===== src/rtl/sfwh_pkg.sv =====
// ----------------------------------------------------------------------------
// sfwh_pkg
// shared constants, command codes and the control/status structs
// ----------------------------------------------------------------------------
package sfwh_pkg;

   localparam int STOP_WORDS_DEF  = 256;
   localparam int STOP_LEN_DEF    = 20;
   localparam int BUCKETS_DEF     = 10000;
   localparam int WORD_MAX_DEF    = 100;
   localparam int COUNT_WIDTH_DEF = 16;

   localparam int BUCKET_W = 14;
   localparam int LEN_W    = 7;
   localparam int OCOUNT_W = 16;

   localparam logic CMD_TEXT = 1'b0;
   localparam logic CMD_LOAD = 1'b1;

   localparam logic [7:0] CHAR_SPACE  = 8'd32;
   localparam logic [7:0] CHAR_COMMA  = 8'd44;
   localparam logic [7:0] CHAR_PERIOD = 8'd46;
   localparam logic [7:0] CHAR_LOWER  = 8'd96;
   localparam logic [7:0] CASE_DIFF   = 8'd32;

   typedef struct packed {
      logic take_char;    // latch input char
      logic char_step;    // apply text char to word state
      logic load_step;    // apply load char
      logic mod_start;
      logic mod_step;
      logic scan_start;
      logic scan_step;    // read or compare one char, advance
      logic rd_bucket;    // issue bucket read
      logic wr_bucket;    // write back and latch result
      logic word_clear;
   } sfwh_cmd_type;

   typedef struct packed {
      logic is_load;
      logic is_sep;
      logic is_last;
      logic word_empty;
      logic mod_done;
      logic scan_done;
   } sfwh_sts_type;

endpackage


===== src/rtl/sfwh_control.sv =====
// ----------------------------------------------------------------------------
// sfwh_control
// sequencer: takes each char, applies loads, drives hash reduction, stop scan and bucket update
// ----------------------------------------------------------------------------
module sfwh_control
   import sfwh_pkg::*;
(
   input  logic         clock,
   input  logic         reset,
   input  logic         clr_busy,
   input  logic         req_valid,
   output logic         req_ready,
   output logic         rsp_valid,
   input  logic         rsp_ready,
   input  sfwh_sts_type sts,
   output sfwh_cmd_type cmd
);

   localparam logic [2:0] S_IDLE = 3'd0;
   localparam logic [2:0] S_CHAR = 3'd1;
   localparam logic [2:0] S_MOD  = 3'd2;
   localparam logic [2:0] S_SCAN = 3'd3;
   localparam logic [2:0] S_RD   = 3'd4;
   localparam logic [2:0] S_WR   = 3'd5;
   localparam logic [2:0] S_OUT  = 3'd6;

   logic [2:0] state_ff, state_in;
   logic       rv_ff, rv_in;
   logic       finish;

   assign req_ready = (state_ff == S_IDLE) && !clr_busy && !rv_ff;
   assign rsp_valid = rv_ff;
   assign finish = sts.is_sep || sts.is_last;

   always_comb begin
      cmd      = '0;
      state_in = state_ff;
      rv_in    = rv_ff && !rsp_ready;
      unique case (state_ff)
         S_IDLE: begin
            if (req_valid && req_ready) begin
               cmd.take_char = 1'b1;
               state_in = S_CHAR;
            end
         end
         S_CHAR: begin
            if (sts.is_load) begin
               cmd.load_step = 1'b1;
               state_in = S_IDLE;
            end else begin
               cmd.char_step = 1'b1;
               state_in = finish ? S_MOD : S_IDLE;
            end
         end
         S_MOD: begin
            if (sts.word_empty) begin
               cmd.word_clear = 1'b1;
               state_in = S_IDLE;
            end else begin
               cmd.mod_start  = 1'b1;
               cmd.scan_start = 1'b1;
               state_in = S_SCAN;
            end
         end
         S_SCAN: begin
            cmd.mod_step  = 1'b1;
            cmd.scan_step = 1'b1;
            if (sts.mod_done && sts.scan_done) state_in = S_RD;
         end
         S_RD: begin
            cmd.rd_bucket = 1'b1;
            state_in = S_WR;
         end
         S_WR: begin
            cmd.wr_bucket = 1'b1;
            state_in = S_OUT;
         end
         S_OUT: begin
            cmd.word_clear = 1'b1;
            rv_in = 1'b1;
            state_in = S_IDLE;
         end
         default: state_in = S_IDLE;
      endcase
   end

   always_ff @(posedge clock) begin
      if (reset) begin
         state_ff <= S_IDLE;
         rv_ff    <= 1'b0;
      end else begin
         state_ff <= state_in;
         rv_ff    <= rv_in;
      end
   end

endmodule


===== config.mk =====
export PLATFORM = sky130hd
export DESIGN_NAME = sfwh_control
export DESIGN_NICKNAME = d
export VERILOG_FILES = /design/src/rtl/sfwh_pkg.sv /design/src/rtl/sfwh_control.sv
export SDC_FILE = /design/constraint.sdc
export NUM_CORES = 1
export LEC_CHECK = 0
export BUFFER_PORTS_ARGS = -buffer_cell sky130_fd_sc_hd__buf_2
export CAP_MARGIN = 20
export CORE_AREA = 2 2 39 41
export CTS_CLUSTER_SIZE = 20
export DETAILED_ROUTE_END_ITERATION = 16
export DIE_AREA = 0 0 41 43
export GPL_ROUTABILITY_DRIVEN = 0
export SYNTH_ARGS = -nofsm -noshare
export SYNTH_HDL_FRONTEND = slang
export SYNTH_SLANG_ARGS = --single-unit

===== constraint.sdc =====
create_clock -name clock -period 2.37 [get_ports clock]
set_input_delay 0.1185 -clock clock [delete_from_list [all_inputs] [get_ports clock]]
set_output_delay 0.1185 -clock clock [all_outputs]
set_load 0.01 [all_outputs]

---- After elaboration in Yosys (flattened, before gate mapping) ----
Cells that the tools add are included.
operators by class
  eq/ne operators ......................... 8
  muxes and demuxes ....................... 19
  reduce and logical (&&, ||, !) cells .... 11
operator list
  cell                                                   count
  one-hot mux 3 bit (6 select lines)                     1
  two-way mux 1 bit                                      11
  equality test 3 bit, second input constant             3
  two-way mux 2 bit                                      4
  equality test 3 x 2 -> 1 bit, second input constant    2
  two-way mux 3 bit                                      2
  logical AND 1 bit                                      5
  equality test 3 x 1 -> 1 bit, second input constant    1
  logical NOT 1 bit                                      3
  logical NOT 3 bit                                      1
  inequality test 2 x 1 -> 1 bit, second input constant  1
  inequality test 2 bit, second input constant           1
  one-hot mux 1 bit (2 select lines)                     1
  AND reduction 2 bit                                    1
  logical OR 1 bit                                       1
storage, ports and cells
  flip-flop bits (word level) ............. 4
  bits of input ports ..................... 11
  output and inout port bits .............. 12
  logic and storage cells ................. 40

---- Longest topological paths before layout ----
  word-level depth ........................ 6
  depth in mapped cells ................... 4
  depth with buffers taken out ............ 3

---- Least setup slack after synthesis ----
Ideal clock, no wire load.
  path kind ............................... reg2out
  from .................................... register state_ff[0]
  to ...................................... output port cmd[6] (netlist name)
  arrival time ............................ 1083 ps
  data required time ...................... 2251 ps
  path slack .............................. 1168 ps
  stages on the path, launching flop included .. 5
  path buffers ............................ 2
  cells stage by stage .................... dfxtp_1 > buf_6 > nand2b_1 > nor3_1 > buf_4
RTL lines
  item                      RTL line            text
  start: declaration        sfwh_control.sv:27  logic [2:0] state_ff, state_in;
  start signal: assignment  sfwh_control.sv:92  state_ff <= state_in;
  end: declaration          sfwh_control.sv:16  output sfwh_cmd_type cmd

---- Worst setup path after layout ----
  from .................................... register state_ff[2]
  to ...................................... output port req_ready
on the way
  cells in the longest elaborated chain, start to end .. 3
ends and longest elaborated chain
  item                             RTL line            text
  logical NOT 3 bit                sfwh_control.sv:31  assign req_ready = (state_ff == S_IDLE) && !clr_busy && !rv_ff;
  logical AND 1 bit (2 in series)  sfwh_control.sv:31
  end: declaration                 sfwh_control.sv:12  output logic req_ready,
Every way passes these cells.

==> impl_metrics.py <==
metrics = {
    "die": {
        "die-height_um": 43,
        "dieArea_mm2": 0.001763,
        "num_io_pins": 23,
        "width_of_the_chip_um": 41,
        "std_cell_rows": 14,
        "floorplan.initialDensity_pct": 24.95,
        "core_region_area_mm2": 0.001384,
    },
    "clock_network": {
        "insertion_delay_of_the_later_clocked_pin_in_the_worst_skew_pair_ns": 0.23,
        "ctsHtreeMaxLevel": 1,
        "cts_tree": "done",
        "cts.sink_count": 4,
        "clkTransAtPathRegs_ns": 0.04,
        "post_cts.repair.setup_buffers": 0,
        "clk_path_buf_depth": 2,
        "cts_root_buf": "clkbuf_4",
        "cts_made_buffers": 3,
        "post_cts_hold_buffer_count": 0,
        "cts.repair.resized": 0,
    },
    "timing": {
        "post-route-worst-setup-slack_ns": 0.8995,
        "tightestPinTransition_ns": 0.4069,
        "period_needed_ns": 1.471,
        "final_skew_ns": 0.003028,
        "rsz0062_at_grt": "false",
        "final_tns_setup_ns": 0,
        "fin_crit_sh_pct": 62.05,
        "max_clock_freq_mhz": 680.0,
        "timing_max_transition_violations_final": 0,
        "setup_viol": 0,
        "slew-limit-headroom_pct": 72.84,
        "timing_hold_violations_final": 0,
    },
    "layout": {
        "layout-drive-gt1-share_pct": 55.00,
        "diodes": 0,
        "layout.filler_cells": 154,
        "area_growth_syn_to_layout_pct": 32.25,
        "fin_nets": 73,
    },
    "grt": {
        "grt_first_pass_wirelength_um": 1028,
        "grt_overflow_total": 0,
        "antenna_violations_before_repair": 0,
        "first_global_vias": 277,
        "groute.usage.overall_pct": 8.826,
        "maximum_number_of_pins_on_one_net_before_global_route_repair": 14,
    },
    "synthesis": {
        "main_area_contributors_after_synthesis": "dfxtp_1, buf_4, nand2b_1",
        "count_of_mapped_cells_out_of_synthesis": 40,
        "synth.avg_cell_area_um2": 8.633,
        "post_synth_instance_area_um2": 345.3,
        "synth.ff_latch_count": 4,
        "netlist.area_leader.share_pct": 23.19,
        "yosys-top-cells-count": "nor2_1, buf_4, dfxtp_1, nand2b_1, a21oi_1",
        "yosysWarnings": 0,
        "synth_enable_flop_cells": 0,
        "postSynth.topFlopCell": "dfxtp_1",
        "fraction_of_synthesis_flops_using_an_asynchronous_set_or_reset_pin_pct": 0,
        "postSynthNetCount": 51,
        "synth_top_cell_by_area": "dfxtp_1",
        "synthDistinctLibCells": 26,
        "ys_seq_area_share_pct": 23.19,
        "yosysMostFrequentCell": "nor2_1",
    },
    "worst_setup_path": {
        "critical_path.startpoint_type": "register",
        "path_class": "reg2out",
        "crit-reg2reg-launch": "state_ff[2]",
        "ff2ff_setup_slack_ns": 1.18,
        "timing.rr.end": "state_ff[1]",
        "worst_ep_required_time_ns": 2.25,
        "worst_setup_path_end_kind": "output port",
        "cp.buffers_inverters": 1,
        "ff2ff_path_depth": 3,
        "timing.critical_path.slowest_cell_delay_ns": 0.45,
        "cpMaxStageDelayCell": "or3_4",
        "crit_fanout": 13,
        "cp_cell_sequence": "or3_4 -> nor3_2 -> buf_2",
        "timing.critical_path.max_delay_family": "simple AND/OR/NAND/NOR gates",
        "worst_ep_arrival_time_ns": 1.35,
    },
    "route": {
        "number_of_nets_with_antenna_violations_after_routing": 0,
        "drt_first_iter_violations": 3,
        "drc": 0,
        "total_wirelength_of_the_detailed_routed_design_um": 743,
        "first_pass_iters": 4,
        "routedWlPerCell_um": 9.776,
        "total_vias_in_the_final_route": 336,
        "vias_per_cell": 4.421,
    },
    "placed_design": {
        "hpwlAfterDp_um": 580.5,
        "place_ws_ns": 1.142,
        "numPortBuffers": 22,
    },
    "outcome": {
        "status": "finished, final reports clean",
    },
    "power": {
        "worst_ir_drop_vdd_mv": 0.1650,
        "static-leakage-power_uw": 0.0002144,
        "cellPowerDensity_mw_per_mm2": 403.4,
    },
    "worst_hold_path": {
        "worst_hold_path_stage_count": 2,
        "worstHoldPathType": "in2reg",
        "whs_endpoint": "state_ff[1]",
        "hold_path_startpoint": "reset",
    },
    "flow_run": {
        "drv.max_cap_violation_count": 0,
    },
}
## kinds of logic after synthesis
logic type / count (synthesis) / share of synthesized area (%)
AOI/OAI and AO/OA: 7 / 15.58
buffers and inverters: 5 / 11.96
and+or+nand+nor: 24 / 49.28
DFF: 4 / 23.19
## state kept, by name (all words and copies together), names as in the netlist
signal and cells:
state_ff 3, rsp_valid 1
## final cells by class
class                      instances  area (µm²)  area share [%]
clock buffer                       3       22.52           4.932
multi-input combinational         31       224.0           49.04
sequential                         4       80.08           17.53
tap                               16       20.02           4.384
timing repair buffer              22       110.1           24.11
## metal layers
layer | global-route usage, % | part of all wire, %
met5 | 0 | 0
met4 | 8.000 | 0
met3 | 3.141 | 8.3
met2 | 13.44 | 49
met1 | 8.654 | 43
## placed cells by master (no fill, tap or decap), types with 2 or more instances in the layout
| cell | synthesis | final |
|---|---|---|
| clkbuf_4 | 0 | 3 |
| nor2_1 | 5 | 5 |
| dfxtp_1 | 4 | 4 |
| buf_2 | 0 | 22 |
| nand2b_1 | 4 | 4 |
| a21oi_1 | 2 | 2 |
## per-stage QoR
stage | utilization [%] | hold WS [ns] | cells | power, µW | instance area, µm²
6_report | 33.00 | 0.1065 | 76 | 184.2 | 456.7
5_1_grt | 33.00 | 0.1139 | 76 | 198.8 | 456.7
4_1_cts | 33.00 | 0.1002 | 76 | 190.3 | 456.7
3_5_place_dp | 31.37 | 0.3523 | 73 | 102.5 | 434.2
3_3_place_gp | 31.37 | 0.3449 | 73 | 101.9 | 434.2
2_1_floorplan | - | 0.1831 | 40 | 89.07 | 345.3
## report_power, final
| part | internal [µW] | total [µW] | switching, µW |
|---|---|---|---|
| logic | 17.3 | 30.2 | 12.9 |
| clock network | 56.6 | 83.0 | 26.5 |
| registers | 68.6 | 71.0 | 2.43 |
| total | 142 | 184 | 41.8 |
## worst max-delay path by stage
| stage | start | to | cells after the start | slack (ns) |
|---|---|---|---|---|
| finish | state_ff[2] | req_ready | 3 | 0.90 |
| global route | state_ff[2] | cmd[9] | 3 | 0.81 |
| detailed placement | state_ff[2] | cmd[9] | 3 | 1.14 |
| CTS | state_ff[2] | cmd[9] | 3 | 0.89 |
| floorplan | state_ff[0] | cmd[6] | 4 | 1.17 |
| global placement | state_ff[2] | req_ready | 3 | 1.16 |
(Power assumes the default switching activity.)
